File: src/rtl/core/mdt_pkg.sv
// ----------------------------------------------------------------------------
// mdt_pkg
// Shared types, constants and byte helpers of the dependency file tokenizer.
// ----------------------------------------------------------------------------
`default_nettype none

package mdt_pkg;

  localparam int LINE_MAX_DEF = 32;

  localparam logic [7:0] CH_PAD   = 8'hFF;
  localparam logic [7:0] CH_NL    = 8'h0A;
  localparam logic [7:0] CH_CR    = 8'h0D;
  localparam logic [7:0] CH_SP    = 8'h20;
  localparam logic [7:0] CH_TAB   = 8'h09;
  localparam logic [7:0] CH_VT    = 8'h0B;
  localparam logic [7:0] CH_FF    = 8'h0C;
  localparam logic [7:0] CH_COLON = 8'h3A;
  localparam logic [7:0] CH_EQ    = 8'h3D;
  localparam logic [7:0] CH_BAR   = 8'h7C;
  localparam logic [7:0] CH_SLASH = 8'h2F;
  localparam logic [7:0] CH_BSL   = 8'h5C;

  localparam logic [2:0] PM_FULL = 3'd6;
  localparam logic [2:0] PM_MISS = 3'd7;

  typedef enum logic [1:0] {
    KIND_TARGET = 2'd0,
    KIND_NORMAL = 2'd1,
    KIND_PHONY  = 2'd2,
    KIND_ORDER  = 2'd3
  } kind_t;

  typedef enum logic [1:0] {
    SEC_TARGET = 2'd0,
    SEC_DEPS   = 2'd1,
    SEC_ORDER  = 2'd2
  } section_t;

  typedef enum logic [1:0] {
    LP_CHECK = 2'd0,
    LP_DROP  = 2'd1,
    LP_OFF   = 2'd2
  } line_phase_t;

  // line decision class of a byte
  typedef enum logic [1:0] {
    CLS_NONE   = 2'd0,
    CLS_END    = 2'd1,
    CLS_ASSIGN = 2'd2
  } cls_t;

  typedef enum logic [2:0] {
    ST_IDLE,
    ST_RUN,
    ST_FETCH,
    ST_FILL,
    ST_SCAN,
    ST_SCAN_CHK,
    ST_FLUSH
  } state_t;

  typedef struct packed {
    logic [7:0] in_byte;
    logic       end_of_input;
  } in_item_t;

  typedef struct packed {
    logic [7:0] path_char;
    logic [1:0] item_kind;
    logic       word_last;
    logic       finished;
    logic       run_last;
  } out_item_t;

  typedef struct packed {
    in_item_t item;
    cls_t     cls;
  } front_word_t;

  function automatic cls_t byte_cls(input logic [7:0] b);
    cls_t c;
    c = CLS_NONE;
    if (b == CH_NL || b == CH_CR || b == CH_COLON) c = CLS_END;
    else if (b == CH_EQ) c = CLS_ASSIGN;
    return c;
  endfunction

  function automatic logic [7:0] phony_at(input logic [2:0] i);
    logic [7:0] c;
    case (i)
      3'd0: c = 8'h2E;
      3'd1: c = 8'h50;
      3'd2: c = 8'h48;
      3'd3: c = 8'h4F;
      3'd4: c = 8'h4E;
      3'd5: c = 8'h59;
      default: c = 8'h00;
    endcase
    return c;
  endfunction

  function automatic logic is_sep(input logic [7:0] b);
    return b == CH_SP || b == CH_TAB || b == CH_NL || b == CH_VT || b == CH_FF || b == CH_CR;
  endfunction

  function automatic logic is_blank(input logic [7:0] b);
    return b == CH_SP || b == CH_TAB || b == CH_VT || b == CH_FF;
  endfunction

endpackage

`default_nettype wire

File: src/rtl/core/mdt_ram.sv
// ----------------------------------------------------------------------------
// mdt_ram
// Generic single write, single read RAM with registered read data.
// ----------------------------------------------------------------------------
`default_nettype none

module mdt_ram #(
  parameter int WIDTH = 8,
  parameter int DEPTH = 32
) (
  input  wire logic                     clk,
  input  wire logic                     we,
  input  wire logic [$clog2(DEPTH)-1:0] wa,
  input  wire logic [WIDTH-1:0]         wd,
  input  wire logic [$clog2(DEPTH)-1:0] ra,
  output      logic [WIDTH-1:0]         rd
);

  logic [WIDTH-1:0] mem [DEPTH];

  always_ff @(posedge clk) begin
    if (we) begin
      mem[wa] <= wd;
    end
    rd <= mem[ra];
  end

endmodule

`default_nettype wire

File: src/rtl/core/mdt_front.sv
// ----------------------------------------------------------------------------
// mdt_front
// Input side: takes bytes, tags their line class, two-word queue to the back.
// ----------------------------------------------------------------------------
`default_nettype none

module mdt_front import mdt_pkg::*; (
  input  wire logic        clk,
  input  wire logic        rst,
  input  wire logic        byte_valid,
  output      logic        byte_stall,
  input  wire in_item_t    byte_item,
  output      logic        q_avail,
  output      front_word_t q_word,
  input  wire logic        q_pop
);

  front_word_t e0, e1;
  logic [1:0]  n;
  logic        push;
  front_word_t nw;

  assign byte_stall = (n == 2'd2);
  assign push       = byte_valid && !byte_stall;
  assign nw.item    = byte_item;
  assign nw.cls     = byte_cls(byte_item.in_byte);
  assign q_avail    = (n != 2'd0);
  assign q_word     = e0;

  always_ff @(posedge clk) begin
    if (rst) begin
      n <= 2'd0;
    end else begin
      case ({push, q_pop && q_avail})
        2'b10: n <= n + 2'd1;
        2'b01: n <= n - 2'd1;
        default: n <= n;
      endcase
    end
  end

  always_ff @(posedge clk) begin
    if (q_pop && q_avail) begin
      e0 <= (push && n == 2'd1) ? nw : e1;
      if (push && n == 2'd2) e1 <= nw;
    end else if (push) begin
      if (n == 2'd0) e0 <= nw;
      else e1 <= nw;
    end
  end

endmodule

`default_nettype wire

File: src/rtl/core/mdt_back.sv
// ----------------------------------------------------------------------------
// mdt_back
// Tokenizer sequencer: line buffer, lookahead window, word state, output.
// ----------------------------------------------------------------------------
`default_nettype none

module mdt_back import mdt_pkg::*; #(
  parameter int LINE_MAX = LINE_MAX_DEF
) (
  input  wire logic        clk,
  input  wire logic        rst,
  input  wire logic        q_avail,
  input  wire front_word_t q_word,
  output      logic        q_pop,
  output      logic        token_valid,
  input  wire logic        token_stall,
  output      out_item_t   token_item
);

  localparam int AW = $clog2(LINE_MAX);
  localparam int CW = $clog2(LINE_MAX + 1);
  localparam logic [CW:0] LM = (CW+1)'(LINE_MAX);

  state_t      state, state_next;
  logic [AW-1:0] head;
  logic [CW-1:0] cnt, scan_ok;
  cls_t        scan_cls;
  logic [1:0]  wn, wneed;
  logic [7:0]  w0, w1, w2;
  section_t    section, sec_n;
  logic        phony_rule, pr_n;
  line_phase_t line_phase, lp_n;
  logic        held_v, hv_n;
  logic [7:0]  held_c, hc_n;
  logic [2:0]  pm, pm_n;
  logic        word_open, wo_n;
  logic        done;
  logic        eof_r;
  logic        pend_v;
  out_item_t   pend;
  logic        out_v;
  out_item_t   out_r;
  logic        out_free;
  logic        out_load;
  out_item_t   out_d;

  logic        we;
  logic [AW-1:0] wa, ra;
  logic [7:0]  rd;

  logic [7:0]  c0, c1, c2;
  logic        h1, h2, h3;
  logic        s_end, s_scan, s_fin, s_stall;
  logic [1:0]  s_eat;
  logic        e_v, e_last, e_fin;
  logic [7:0]  e_c;
  logic [1:0]  kind;
  cls_t        r;
  logic        rest;
  logic        push_v;
  logic [7:0]  push_c;
  logic        endw;
  out_item_t   e_item;

  function automatic logic [AW-1:0] wrap(input logic [CW:0] s);
    return (s >= LM) ? AW'(s - LM) : AW'(s);
  endfunction

  mdt_ram #(.WIDTH(8), .DEPTH(LINE_MAX)) u_ram (
    .clk(clk), .we(we), .wa(wa), .wd(q_word.item.in_byte), .ra(ra), .rd(rd)
  );

  assign wneed    = (cnt >= CW'(3)) ? 2'd3 : cnt[1:0];
  assign out_free = !out_v || !token_stall;
  assign c0 = (cnt >= CW'(1)) ? w0 : CH_PAD;
  assign c1 = (cnt >= CW'(2)) ? w1 : CH_PAD;
  assign c2 = (cnt >= CW'(3)) ? w2 : CH_PAD;
  assign h1 = eof_r || cnt >= CW'(1);
  assign h2 = eof_r || cnt >= CW'(2);
  assign h3 = eof_r || cnt >= CW'(3);
  assign kind = (section == SEC_TARGET) ? KIND_TARGET :
                (section == SEC_DEPS) ? (phony_rule ? KIND_PHONY : KIND_NORMAL) : KIND_ORDER;

  assign q_pop = (state == ST_IDLE) && q_avail;
  assign we    = q_pop && !done && !q_word.item.end_of_input && cnt < CW'(LINE_MAX);
  assign wa    = wrap({1'b0, head} + (CW+1)'(cnt));
  assign ra    = wrap({1'b0, head} + (CW+1)'((state == ST_SCAN) ? scan_ok : CW'(wn)));

  // one pass of the tokenizer loop
  always_comb begin
    s_end = 1'b0; s_scan = 1'b0; s_fin = 1'b0; s_eat = 2'd0;
    sec_n = section; pr_n = phony_rule; lp_n = line_phase;
    hv_n = held_v; hc_n = held_c; pm_n = pm; wo_n = word_open;
    push_v = 1'b0; push_c = c0; endw = 1'b0; rest = 1'b0;
    r = CLS_NONE;
    if (done) begin
      s_end = 1'b1;
    end else if (line_phase == LP_DROP) begin
      if (cnt == '0) begin
        s_end = 1'b1;
        s_fin = eof_r;
      end else begin
        s_eat = 2'd1;
        if (w0 == CH_NL) lp_n = LP_CHECK;
      end
    end else if (word_open) begin
      if (!h1 || ((c0 == CH_COLON || c0 == CH_BSL) && !h2)) begin
        s_end = 1'b1;
      end else if (c0 == CH_PAD || is_sep(c0) || c0 == CH_BAR) begin
        endw = 1'b1;
      end else if (c0 == CH_COLON) begin
        if (c1 == CH_SLASH || c1 == CH_BSL) begin
          s_eat = 2'd1; push_v = 1'b1; push_c = CH_COLON;
        end else begin
          endw = 1'b1;
        end
      end else if (c0 == CH_BSL) begin
        if (c1 == CH_SP) begin
          s_eat = 2'd2; push_v = 1'b1; push_c = CH_SP;
        end else if (c1 == CH_CR || c1 == CH_NL) begin
          endw = 1'b1;
        end else begin
          s_eat = 2'd1; push_v = 1'b1; push_c = CH_SLASH;
        end
      end else begin
        s_eat = 2'd1; push_v = 1'b1; push_c = c0;
      end
    end else begin
      if (!h1) begin
        s_end = 1'b1;
      end else if (is_blank(c0)) begin
        s_eat = 2'd1;
      end else if (c0 == CH_BSL && !h2) begin
        s_end = 1'b1;
      end else if (c0 == CH_BSL && c1 == CH_NL) begin
        s_eat = 2'd2;
      end else if (c0 == CH_BSL && c1 == CH_CR) begin
        if (!h3) s_end = 1'b1;
        else s_eat = (c2 == CH_NL) ? 2'd3 : 2'd2;
      end else begin
        rest = 1'b1;
      end
      if (rest && section == SEC_TARGET) begin
        if (cnt == '0 && eof_r) begin
          s_fin = 1'b1; s_end = 1'b1; rest = 1'b0;
        end else if (line_phase == LP_CHECK) begin
          if (scan_cls != CLS_NONE) r = scan_cls;
          else if (scan_ok < cnt) begin
            s_scan = 1'b1; rest = 1'b0;
          end
          if (rest) begin
            if (r == CLS_ASSIGN) begin
              lp_n = LP_DROP; rest = 1'b0;
            end else if (r == CLS_NONE && !eof_r) begin
              if (cnt >= CW'(LINE_MAX)) lp_n = LP_OFF;
              else begin
                s_end = 1'b1; rest = 1'b0;
              end
            end
          end
        end
      end
      if (rest) begin
        if (c0 == CH_PAD) begin
          s_fin = 1'b1; s_end = 1'b1;
        end else if (c0 == CH_COLON) begin
          s_eat = 2'd1; sec_n = SEC_DEPS;
        end else if (c0 == CH_BAR) begin
          s_eat = 2'd1; sec_n = SEC_ORDER;
        end else if (c0 == CH_CR && !h2) begin
          s_end = 1'b1;
        end else if (c0 == CH_CR || c0 == CH_NL) begin
          s_eat = (c0 == CH_CR && c1 == CH_NL) ? 2'd2 : 2'd1;
          sec_n = SEC_TARGET; pr_n = 1'b0; lp_n = LP_CHECK;
        end else begin
          wo_n = 1'b1; pm_n = 3'd0; hv_n = 1'b0;
        end
      end
    end
    if (push_v) begin
      hv_n = 1'b1; hc_n = push_c;
      pm_n = (pm < PM_FULL && push_c == phony_at(pm)) ? pm + 3'd1 : PM_MISS;
    end
    if (endw) begin
      hv_n = 1'b0;
      if (section == SEC_TARGET && pm == PM_FULL) pr_n = 1'b1;
      pm_n = 3'd0; wo_n = 1'b0;
    end
    e_v    = s_fin || ((push_v || endw) && held_v);
    e_fin  = s_fin;
    e_last = endw;
    e_c    = s_fin ? 8'h00 : held_c;
    e_item.path_char = e_c;
    e_item.item_kind = e_fin ? KIND_TARGET : kind;
    e_item.word_last = e_last;
    e_item.finished  = e_fin;
    e_item.run_last  = 1'b0;
    s_stall = e_v && pend_v && !out_free;
  end

  always_comb begin
    state_next = state;
    case (state)
      ST_IDLE:     if (q_avail && !done) state_next = ST_RUN;
      ST_RUN: begin
        if (wn != wneed) state_next = ST_FETCH;
        else if (s_stall) state_next = ST_RUN;
        else if (s_end) state_next = ST_FLUSH;
        else if (s_scan) state_next = ST_SCAN;
      end
      ST_FETCH:    state_next = ST_FILL;
      ST_FILL:     state_next = ST_RUN;
      ST_SCAN:     state_next = ST_SCAN_CHK;
      ST_SCAN_CHK: state_next = ST_RUN;
      ST_FLUSH:    if (!pend_v || out_free) state_next = ST_IDLE;
      default:     state_next = ST_IDLE;
    endcase
  end

  // output register load: older pending word, or the last one of the byte
  always_comb begin
    out_load = 1'b0;
    out_d    = pend;
    if (state == ST_RUN && wn == wneed && !s_stall && !s_scan && e_v && pend_v) begin
      out_load = 1'b1;
    end
    if (state == ST_FLUSH && pend_v && out_free) begin
      out_load = 1'b1;
      out_d.run_last = 1'b1;
    end
  end

  always_ff @(posedge clk) begin
    if (rst) begin
      out_v <= 1'b0;
    end else if (out_load) begin
      out_v <= 1'b1;
    end else if (!token_stall) begin
      out_v <= 1'b0;
    end
    if (out_load) out_r <= out_d;
  end

  always_ff @(posedge clk) begin
    if (rst) begin
      state <= ST_IDLE;
      head <= '0; cnt <= '0; wn <= 2'd0;
      scan_ok <= '0; scan_cls <= CLS_NONE;
      section <= SEC_TARGET; phony_rule <= 1'b0; line_phase <= LP_CHECK;
      held_v <= 1'b0; pm <= 3'd0; word_open <= 1'b0; done <= 1'b0;
      eof_r <= 1'b0; pend_v <= 1'b0;
    end else begin
      state <= state_next;
      case (state)
        ST_IDLE: begin
          if (q_pop) begin
            eof_r <= q_word.item.end_of_input;
            if (we) begin
              cnt <= cnt + CW'(1);
              if (scan_ok == cnt && scan_cls == CLS_NONE) scan_cls <= q_word.cls;
            end
          end
        end
        ST_FILL: begin
          case (wn)
            2'd0: w0 <= rd;
            2'd1: w1 <= rd;
            default: w2 <= rd;
          endcase
          wn <= wn + 2'd1;
        end
        ST_SCAN_CHK: begin
          if (byte_cls(rd) != CLS_NONE) scan_cls <= byte_cls(rd);
          else scan_ok <= scan_ok + CW'(1);
        end
        ST_RUN: begin
          if (wn == wneed && !s_stall && !s_scan) begin
            section <= sec_n; phony_rule <= pr_n; line_phase <= lp_n;
            held_v <= hv_n; held_c <= hc_n; pm <= pm_n; word_open <= wo_n;
            if (e_v) begin
              pend <= e_item; pend_v <= 1'b1;
            end
            if (s_fin) begin
              done <= 1'b1; cnt <= '0; wn <= 2'd0;
              scan_ok <= '0; scan_cls <= CLS_NONE;
            end else if (s_eat != 2'd0) begin
              head <= wrap({1'b0, head} + (CW+1)'(s_eat));
              cnt  <= cnt - CW'(s_eat);
              wn   <= wn - s_eat;
              case (s_eat)
                2'd1: begin
                  w0 <= w1; w1 <= w2;
                end
                2'd2: w0 <= w2;
                default: w0 <= w0;
              endcase
              if (scan_ok >= CW'(s_eat)) scan_ok <= scan_ok - CW'(s_eat);
              else begin
                scan_ok <= '0; scan_cls <= CLS_NONE;
              end
            end
          end
        end
        ST_FLUSH: begin
          if (pend_v && out_free) pend_v <= 1'b0;
        end
        default: ;
      endcase
    end
  end

  assign token_valid = out_v;
  assign token_item  = out_r;

endmodule

`default_nettype wire

File: src/rtl/core/make_depfile_tokenizer_unit.sv
// ----------------------------------------------------------------------------
// make_depfile_tokenizer_unit
// Splits a make dependency file, one byte per word in, into tagged path
// characters out.
// ----------------------------------------------------------------------------
// One input byte is handled at a time. The byte is taken into the line
// buffer, then the tokenizer runs one or more steps (more when a buffered
// line start is replayed); the last step finds no more work. A lookahead
// byte is fetched from the line buffer RAM by a fetch and a fill state, a
// buffered byte examined while a line start is decided as an assignment or
// not by a scan and a scan check state, all on the RAM's single read port.
// A flush state hands the byte's last word to the output register. A step
// or the flush waits while the output register is full and stalled. A
// two-word input queue and an output register let both sides stall on
// their own. No clearing pass is needed after reset.
`default_nettype none

module make_depfile_tokenizer_unit import mdt_pkg::*; #(
  parameter int LINE_MAX = LINE_MAX_DEF
) (
  input  wire logic      clk,
  input  wire logic      rst,
  input  wire logic      byte_valid,
  output      logic      byte_stall,
  input  wire in_item_t  byte_item,
  output      logic      token_valid,
  input  wire logic      token_stall,
  output      out_item_t token_item
);

  logic        q_avail;
  logic        q_pop;
  front_word_t q_word;

  mdt_front u_front (
    .clk(clk), .rst(rst),
    .byte_valid(byte_valid), .byte_stall(byte_stall), .byte_item(byte_item),
    .q_avail(q_avail), .q_word(q_word), .q_pop(q_pop)
  );

  mdt_back #(.LINE_MAX(LINE_MAX)) u_back (
    .clk(clk), .rst(rst),
    .q_avail(q_avail), .q_word(q_word), .q_pop(q_pop),
    .token_valid(token_valid), .token_stall(token_stall), .token_item(token_item)
  );

endmodule

`default_nettype wire

File: config.mk
export PLATFORM = sky130hd
export DESIGN_NAME = make_depfile_tokenizer_unit
export DESIGN_NICKNAME = d
export VERILOG_FILES = /design/src/rtl/core/mdt_pkg.sv /design/src/rtl/core/mdt_ram.sv /design/src/rtl/core/mdt_front.sv /design/src/rtl/core/mdt_back.sv /design/src/rtl/core/make_depfile_tokenizer_unit.sv
export SDC_FILE = /design/constraint.sdc
export NUM_CORES = 1
export LEC_CHECK = 0
export BUFFER_PORTS_ARGS = -buffer_cell sky130_fd_sc_hd__buf_2
export CORE_UTILIZATION = 30
export CTS_BUF_LIST = sky130_fd_sc_hd__clkbuf_8
export CTS_CLUSTER_DIAMETER = 30
export CTS_CLUSTER_SIZE = 24
export DETAILED_ROUTE_END_ITERATION = 7
export GPL_TIMING_DRIVEN = 1
export MAX_ROUTING_LAYER = met4
export PLACE_DENSITY = 0.42
export SYNTH_ARGS = -nofsm -noshare
export SYNTH_HDL_FRONTEND = slang
export SYNTH_SLANG_ARGS = --single-unit
export TNS_END_PERCENT = 1
File: constraint.sdc
create_clock -name clk -period 6.9 [get_ports clk]
set_input_delay 2.07 -clock clk [delete_from_list [all_inputs] [get_ports clk]]
set_output_delay 2.07 -clock clk [all_outputs]
set_load 0.02 [all_outputs]
==> impl_metrics.toml, run 1 <==
[clocking]
numCtsBuffers = 91
postCtsSetupBuffers = 0
htreeDepth = 3
cts_tree = "yes"
worstSkewPairLatency_ns = 0.68
post_cts_resized = 0
cts.path.max_buffers = 3
hold_buffers = 0
clkSlewWorstSetupHoldPaths_ns = 0.06
root_buffer = "clkbuf_8"
cts_num_sinks = 383

[hold_path]
whs_path_depth = 0
hold_path.class = "reg2reg"

[placement]
gp_congestion = 0.828
pre_cts_slack_ns = 0.877
portBuffers = 27
hpwlAfterDp_mm = 29.4
dp.cells = 1992
placed_cell_area_um2 = 18600

[timing]
maxSlewHeadroom = 0.246
skew_ns = 0.0471
rsz0062_at_grt = "no"
finalWorstSetupSlack_ns = 0.748
tightest_slew_ns = 1.13
slew_viol_final = 0
min_period_ns = 6.15
finalHoldViolCount = 0
finalSetupViolations = 0
min_period_over_period = 0.892
timing.hold.ws_ns = 0.418
finalSetupTns_ns = 0
max_freq_mhz = 163

[yosys]
synth_edf_count = 335
yosysTopAreaCellShare = 0.572
yosys-top-cells-area = "edfxtp_1, mux4_2, dfxtp_1"
yosysTopAreaCell = "edfxtp_1"
syn_nets = 1302
netlist_area_um2 = 17600
ys_types = 78
ys_ff_latch = 383
synth.most_common_cell = "edfxtp_1"
postSynth.asyncResetShare = 0
ys_warn_count = 0
syn-instance-count = 1243
avgSynthCellArea_um2 = 14.1
ys.flop_type = "edfxtp_1"
yosysSeqAreaShare = 0.627
synthTopCellsByCount = "edfxtp_1, nor2_1, nand2_1"

[layout]
fin_util = 0.357
n_fill_cell = 5577
design_area_um2 = 20700
drive_gt1_frac = 0.222
syn2layout_area_growth_pct = 17.6
layout.cells.non_filler = 2160
nNetsFinal = 1379

[setup_path]
end_kind = "flip-flop"
worst-setup-path-type = "reg2reg"
worst_ep_arrival_time_ns = 6.70
critPathRequiredTime_ns = 7.45
startpoint_type = "flip-flop"
crit_path_max_fanout = 14
rr_worst_depth = 19

[power_and_ir_drop]
p_per_area_nw_per_um2 = 390
power_mw = 8.06
p_leak_nw = 7.01
max-vdd-ir-drop_mv = 0.224

[routing]
wl_per_cell_um = 20.7
routed_wl_mm = 44.8
dr_wl_met3_mm = 1.69
drt-vias-per-instance = 4.97
drt_iter0_markers = 723
drc = 0
wl_met2_mm = 21.9
vias = 10700
routed.top_layer = "met4"
antenna_left = 0
dr.pass1.iters = 5
wl_met1_mm = 20.1

[global_route]
grt_max_degree = 42
grtUsageTotal = 0.157
grt_pass1_wl_mm = 68.5
grt_pass1_vias = 11000
grt-ovfl-total = 0
antenna_found_initial = 1

[floorplan]
row_count = 88
die_h_um = 244
ios = 28
core_area_um2 = 57800
initial_utilization = 0.304
dieWidth_um = 244
die_area_um2 = 59500

[run_status]
outcome = "finished, final reports clean"

[flow_run]
maxCapViolCount = 0
==> worst paths after layout <==
path	from	to	slack [ns]
worst min register to register	u_back.out_d[5]	u_back.token_item[5]	0.42
worst min-delay path	u_back.out_d[5]	u_back.token_item[5]	0.42
worst max register to register	u_back.cnt[1]	u_back.scan_cls[0]	0.75
worst max-delay path	u_back.cnt[1]	u_back.scan_cls[0]	0.75
==> logic make-up after synthesis <==
family / after synthesis / share of synthesized area
AOI/OAI and AO/OA: 211 / 0.0850
adders and majority gates: 46 / 0.0349
DFF: 383 / 0.627
muxes: 119 / 0.115
buffers and inverters: 96 / 0.0224
and+or+nand+nor: 364 / 0.103
xor gates and xnor gates: 24 / 0.0120
==> cell usage in the layout (no fill, tap or decap), types with 12 or more instances in the layout <==
cell type,netlist,layout
mux2_2,28,28
buf_4,0,19
a211oi_1,13,13
nand2_1,88,88
buf_2,4,27
nor4_1,16,16
nand4_1,12,12
o21ai_0,47,47
o211ai_1,14,14
xnor2_1,16,15
clkbuf_8,0,94
edfxtp_1,335,335
and2_1,19,19
inv_1,33,43
mux2i_1,27,27
mux4_2,64,64
nor3_1,31,30
nor2_1,107,106
clkinv_2,0,19
dfxtp_1,48,48
nand2b_1,12,12
clkinv_1,0,13
bufinv_16,0,14
a21oi_1,47,47
ha_1,41,40
nand3_1,20,20
==> flip-flops by register name (all words and copies together) (netlist names), 6 cells and up <==
signal / flops
u_back.cnt: 6
u_back.held_c: 8
u_back.out_d: 12
u_back.scan_ok: 6
u_back.token_item: 13
u_back.u_ram.mem: 256
u_back.u_ram.rd: 8
u_back.w0: 8
u_back.w1: 8
u_back.w2: 8
u_front.e1: 11
u_front.q_word: 11
==> cell type report <==
cell class | instances | area, um^2 | area share
diodes | 1 | 2.50 | 0.000121
clock buffers | 94 | 1290 | 0.0626
well taps | 765 | 957 | 0.0463
clock inverters | 73 | 758 | 0.0367
repair buffers | 47 | 298 | 0.0144
inverters | 33 | 124 | 0.00600
flip-flops and latches | 383 | 11000 | 0.533
multi-input cells | 764 | 6210 | 0.300
==> routing by layer <==
metal,track usage,up-vias
met5,-,-
met4,0.0610,0
met3,0.0306,87
met2,0.251,215
met1,0.196,5380
li1,-,5049
==> where the power goes <==
part           switching [mW]  leakage [nW]  internal [mW]
logic                    1.30          2.52          0.651
clock network            1.12          1.07           1.82
registers               0.203          3.42           2.96
==> worst max-delay path: stages (launching register included) <==
cell	delay [ns]
dfxtp_1	0.67
inv_1	0.20
ha_1	0.22
nand2b_1	0.20
or2_1	0.40
o211a_1	0.20
or3_1	0.51
nor3_1	0.52
nand3_1	0.25
o221a_2	0.30
o211ai_1	0.25
and2_1	0.42
ha_1	0.21
inv_1	0.07
fa_1	0.44
nor3_1	0.25
a21oi_1	0.20
a2111oi_4	0.45
nor2_1	0.07
a211oi_1	0.20
No activity file was read; power rests on OpenSTA's default activity.
==> run 2: changes to the inputs <==
Settings changed: CORE_UTILIZATION 30 to 60, PLACE_DENSITY 0.42 to 0.75.
==> run 2 against run 1 <==
Sequential power up 6.3%; via count up 0.75%; combinational power down 14%; fmax up 2.6%; sequential share of layout area up 3.1 points; global-route usage up 12 points; register-to-register slack better by 0.15 ns; critical endpoint is now u_back.scan_cls[1].
==> impl_metrics.toml, run 2 (synthesis gave the netlist of run 1 again) <==
[run_status]
outcome = "finished, final reports clean"

[layout]
syn2layout_area_growth_pct = 11.1
regMostFlops = "u_back.u_ram.mem"
nNetsFinal = 1349
design_area_um2 = 19500
largest_register_ffs = 256
final_cell_mix = "edfxtp_1, nor2_1, nand2_1"
num_antenna_cells = 0
final_common_cell = "edfxtp_1"
layout.cells.non_filler = 1727
fin_util = 0.678
n_fill_cell = 1991
drive_gt1_frac = 0.197

[global_route]
grt_max_degree = 51
antenna_found_initial = 0
grt_pass1_vias = 10700
grt-ovfl-total = 0
grt_pass1_wl_mm = 60.9
grtUsageTotal = 0.275

[power_and_ir_drop]
p_per_area_nw_per_um2 = 372
max-vdd-ir-drop_mv = 0.311
power_mw = 7.27
p_leak_nw = 6.64

[floorplan]
initial_utilization = 0.611
die_area_um2 = 30000
row_count = 62
dieWidth_um = 173
ios = 28
die_h_um = 173
core_area_um2 = 28800

[placement]
hpwlAfterDp_mm = 25.4
pre_cts_slack_ns = 0.987
placed_cell_area_um2 = 18100
dp.cells = 1604
portBuffers = 27
gp_congestion = 0.950

[timing]
min_period_ns = 6.00
finalWorstSetupSlack_ns = 0.902
rsz0062_at_grt = "no"
maxSlewHeadroom = 0.160
finalHoldViolCount = 0
min_period_over_period = 0.869
max_freq_mhz = 167
timing.hold.ws_ns = 0.419
slew_viol_final = 0
finalSetupTns_ns = 0
finalSetupViolations = 0
skew_ns = 0.0576
tightest_slew_ns = 1.26

[setup_path]
cpMaxStageDelayCell = "dfxtp_1"
slowest_delay_ns = 0.66
cpLargestDelayFamily = "simple AND/OR/NAND/NOR gates"
critPathRequiredTime_ns = 7.40
end_kind = "flip-flop"
worst_ep_arrival_time_ns = 6.49
crit_path_max_fanout = 14
worst-setup-path-type = "reg2reg"
crit_chain = "inv_1 > ha_1 > nand2b_1 > or2_1 > o211a_1 > or3_1 > nor3_1 > nand3_1 > o221a_2 > o211ai_1 > and2_1 > ha_1 > inv_1 > fa_1 > nor3_1 > a21oi_1 > a2111oi_4 > nor2_1 > a211oi_1"
ff2ff_setup_slack_ns = 0.90
startpoint_type = "flip-flop"
path_buf_inv = 2

[clocking]
post_cts_resized = 0
root_buffer = "clkbuf_8"
cts.path.max_buffers = 3
postCtsSetupBuffers = 0
numCtsBuffers = 68
hold_buffers = 0
htreeDepth = 3
clkSlewWorstSetupHoldPaths_ns = 0.06
cts_num_sinks = 383
cts_tree = "yes"
worstSkewPairLatency_ns = 0.61

[hold_path]
hold_path.class = "reg2reg"

[routing]
drc = 0
routed_wl_mm = 38.7
antenna_left = 0
wl_per_cell_um = 22.4
drt-vias-per-instance = 6.26
dr.pass1.iters = 5
vias = 10800
drt_iter0_markers = 1170

[flow_run]
maxCapViolCount = 0
-- run 2: area by class of cell --
cell class / instances / area [um^2] / area share
Clock inverter: 53 / 503 / 0.0258
Sequential cell: 383 / 11000 / 0.565
Tap cell: 384 / 480 / 0.0246
Clock buffer: 70 / 963 / 0.0493
Multi-Input combinational cell: 764 / 6200 / 0.318
Inverter: 33 / 124 / 0.00634
Timing Repair Buffer: 40 / 233 / 0.0119
-- run 2: where the power goes --
part / internal [mW] / switching [mW] / total (mW)
registers: 2.97 / 0.387 / 3.36
logic: 0.613 / 1.06 / 1.67
clock network: 1.25 / 0.995 / 2.24
total: 4.83 / 2.44 / 7.27
-- run 2: worst paths after layout --
kind	endpoint	depth (start not counted)	from
worst max-delay path	u_back.scan_cls[1]	19	u_back.cnt[1]
worst min-delay path	u_back.token_item[7]	0	u_back.out_d[7]
worst max register to register	u_back.scan_cls[1]	19	u_back.cnt[1]
worst min register to register	u_back.token_item[7]	0	u_back.out_d[7]
-- run 2: worst register-to-register path, delay by kind of cell (launching register included) --
kind / cells / cell delay [ns]
fa+ha+maj: 3 / 0.86
simple gates: 8 / 2.53
compound gates: 6 / 1.60
buf+inv: 2 / 0.25
flops: 1 / 0.66
-- run 2: per-layer routing --
| metal | global-route usage | routed length (um) |
|---|---|---|
| met1 | 0.382 | 16700 |
| met2 | 0.423 | 18600 |
| met3 | 0.0451 | 2770 |
| met4 | 0.0789 | 641 |
| met5 | - | 0 |
==> run 3: changes to the inputs <==
Settings changed: RECOVER_POWER set to 50.
==> run 3 against run 2 <==
The run now ends with max-capacitance violations, max-slew violations left; global-route usage did not move; non-clock buffer count did not move; wire length rose by 0.20%; cell count did not move; worst hold slack barely moved; fmax fell by 0.44%; combinational power barely moved; sequential share of layout area rose by 0.13 points; critical path type unchanged.
==> impl_metrics.toml, run 3 (synthesis gave the netlist of run 1 again) <==
[layout]
multi_input_area_um2 = 6200
final_cell_mix = "edfxtp_1, nor2_1, nand2_1"
seqCellArea_um2 = 11000
drive_gt1_frac = 0.176
n_fill_cell = 2005
design_area_um2 = 19500
num_antenna_cells = 0
syn2layout_area_growth_pct = 10.9
regMostFlops = "u_back.u_ram.mem"
final_common_cell = "edfxtp_1"
nNetsFinal = 1349
largest_register_ffs = 256

[power_and_ir_drop]
p_per_area_nw_per_um2 = 373
power_mw = 7.27
p_leak_nw = 6.56
max-vdd-ir-drop_mv = 0.310

[global_route]
grt-ovfl-total = 0
grt_pass1_vias = 10700
grtUsageTotal = 0.275
grt_max_degree = 51
antenna_found_initial = 0
grt_pass1_wl_mm = 60.9

[placement]
placed_cell_area_um2 = 18100
hpwlAfterDp_mm = 25.4
gp_congestion = 0.950
portBuffers = 27

[routing]
drc = 0
drt_iter0_markers = 1158
drt-vias-per-instance = 6.29
vias = 10900
routed_wl_mm = 38.8
dr.pass1.iters = 5
antenna_left = 0
wl_per_cell_um = 22.5

[clocking]
postCtsSetupBuffers = 0
worstSkewPairLatency_ns = 0.61
cts_tree = "yes"
clkSlewWorstSetupHoldPaths_ns = 0.06
cts_num_sinks = 383
hold_buffers = 0
root_buffer = "clkbuf_8"
htreeDepth = 3
cts.path.max_buffers = 3
post_cts_resized = 0
numCtsBuffers = 68

[timing]
rsz0062_at_grt = "no"
tightest_slew_ns = 1.62
timing.hold.ws_ns = 0.419
maxSlewHeadroom = -0.0811
min_period_ns = 6.03
slew_viol_final = 68
finalSetupViolations = 0
skew_ns = 0.0559
max_freq_mhz = 166
min_period_over_period = 0.873
finalHoldViolCount = 0
finalSetupTns_ns = 0

[setup_path]
end_kind = "flip-flop"
startpoint_type = "flip-flop"
worst_ep_arrival_time_ns = 6.50
ff2ff_setup_slack_ns = 0.87
worst-setup-path-type = "reg2reg"
crit_path_max_fanout = 14
critPathRequiredTime_ns = 7.37

[floorplan]
die_area_um2 = 30000
dieWidth_um = 173
ios = 28
die_h_um = 173
row_count = 62
initial_utilization = 0.611
core_area_um2 = 28800

[run_status]
violations = "max-capacitance violations, max-slew violations"
outcome = "finished with violations"

[flow_run]
maxCapViolCount = 2

[hold_path]
hold_path.class = "reg2reg"
## run 3: cell count changes in the layout (fill, tap and decap cells not counted)
| cell | delta |
|---|---|
| buf_2 | -23 |
| mux2_2 | -1 |
| buf_4 | -4 |
| clkbuf_1 | +27 |
| and2_1 | -1 |
| mux2_1 | +1 |
| and2_0 | +1 |
## run 3: where the power goes
group / total (mW) / switching (mW) / internal [mW]
logic: 1.66 / 1.06 / 0.608
registers: 3.36 / 0.388 / 2.97
clock network: 2.24 / 0.996 / 1.25
## run 3: worst paths after layout
kind	startpoint	cells past startpoint	to
worst max-delay path	u_back.cnt[1]	19	u_back.scan_cls[1]
worst min-delay path	u_back.out_d[7]	0	u_back.token_item[7]
worst min register to register	u_back.out_d[7]	0	u_back.token_item[7]
worst max register to register	u_back.cnt[1]	19	u_back.scan_cls[1]
## run 3: area by class of cell
type	count	share of cell area
timing repair buffer	40	0.00970
clock inverter	53	0.0258
sequential	383	0.566
inverter	33	0.00636
clock buffer	70	0.0495
tap	384	0.0247
multi-input combinational	764	0.318
## run 3: critical path, stage by stage (launching register included)
cell and delay [ns]:
dfxtp_1 0.65, inv_1 0.18, ha_1 0.21, nand2b_1 0.19, or2_1 0.40, o211a_1 0.21
or3_1 0.50, nor3_1 0.49, nand3_1 0.24, o221a_2 0.30, o211ai_1 0.22, and2_1 0.37
ha_1 0.20, inv_1 0.06, fa_1 0.44, nor3_1 0.26, a21oi_1 0.21, a2111oi_4 0.45
nor2_1 0.08, a211oi_1 0.23
## run 3: per-stage QoR
step           utilization  cells  worst slack, ns
6_report             0.677   1727            0.875
5_1_grt              0.677   1727            0.379
4_1_cts              0.678   1727            0.944
3_5_place_dp         0.627   1604            0.987
3_3_place_gp         0.627   1604             1.21
2_1_floorplan            -   1243             1.94
## run 3: layer usage
| metal | routed length [um] | up-vias | global-route usage |
|---|---|---|---|
| met5 | 0 | - | - |
| met4 | 623 | 0 | 0.0789 |
| met3 | 2920 | 61 | 0.0451 |
| met2 | 18600 | 442 | 0.423 |
| met1 | 16600 | 5402 | 0.382 |
| li1 | - | 4958 | - |
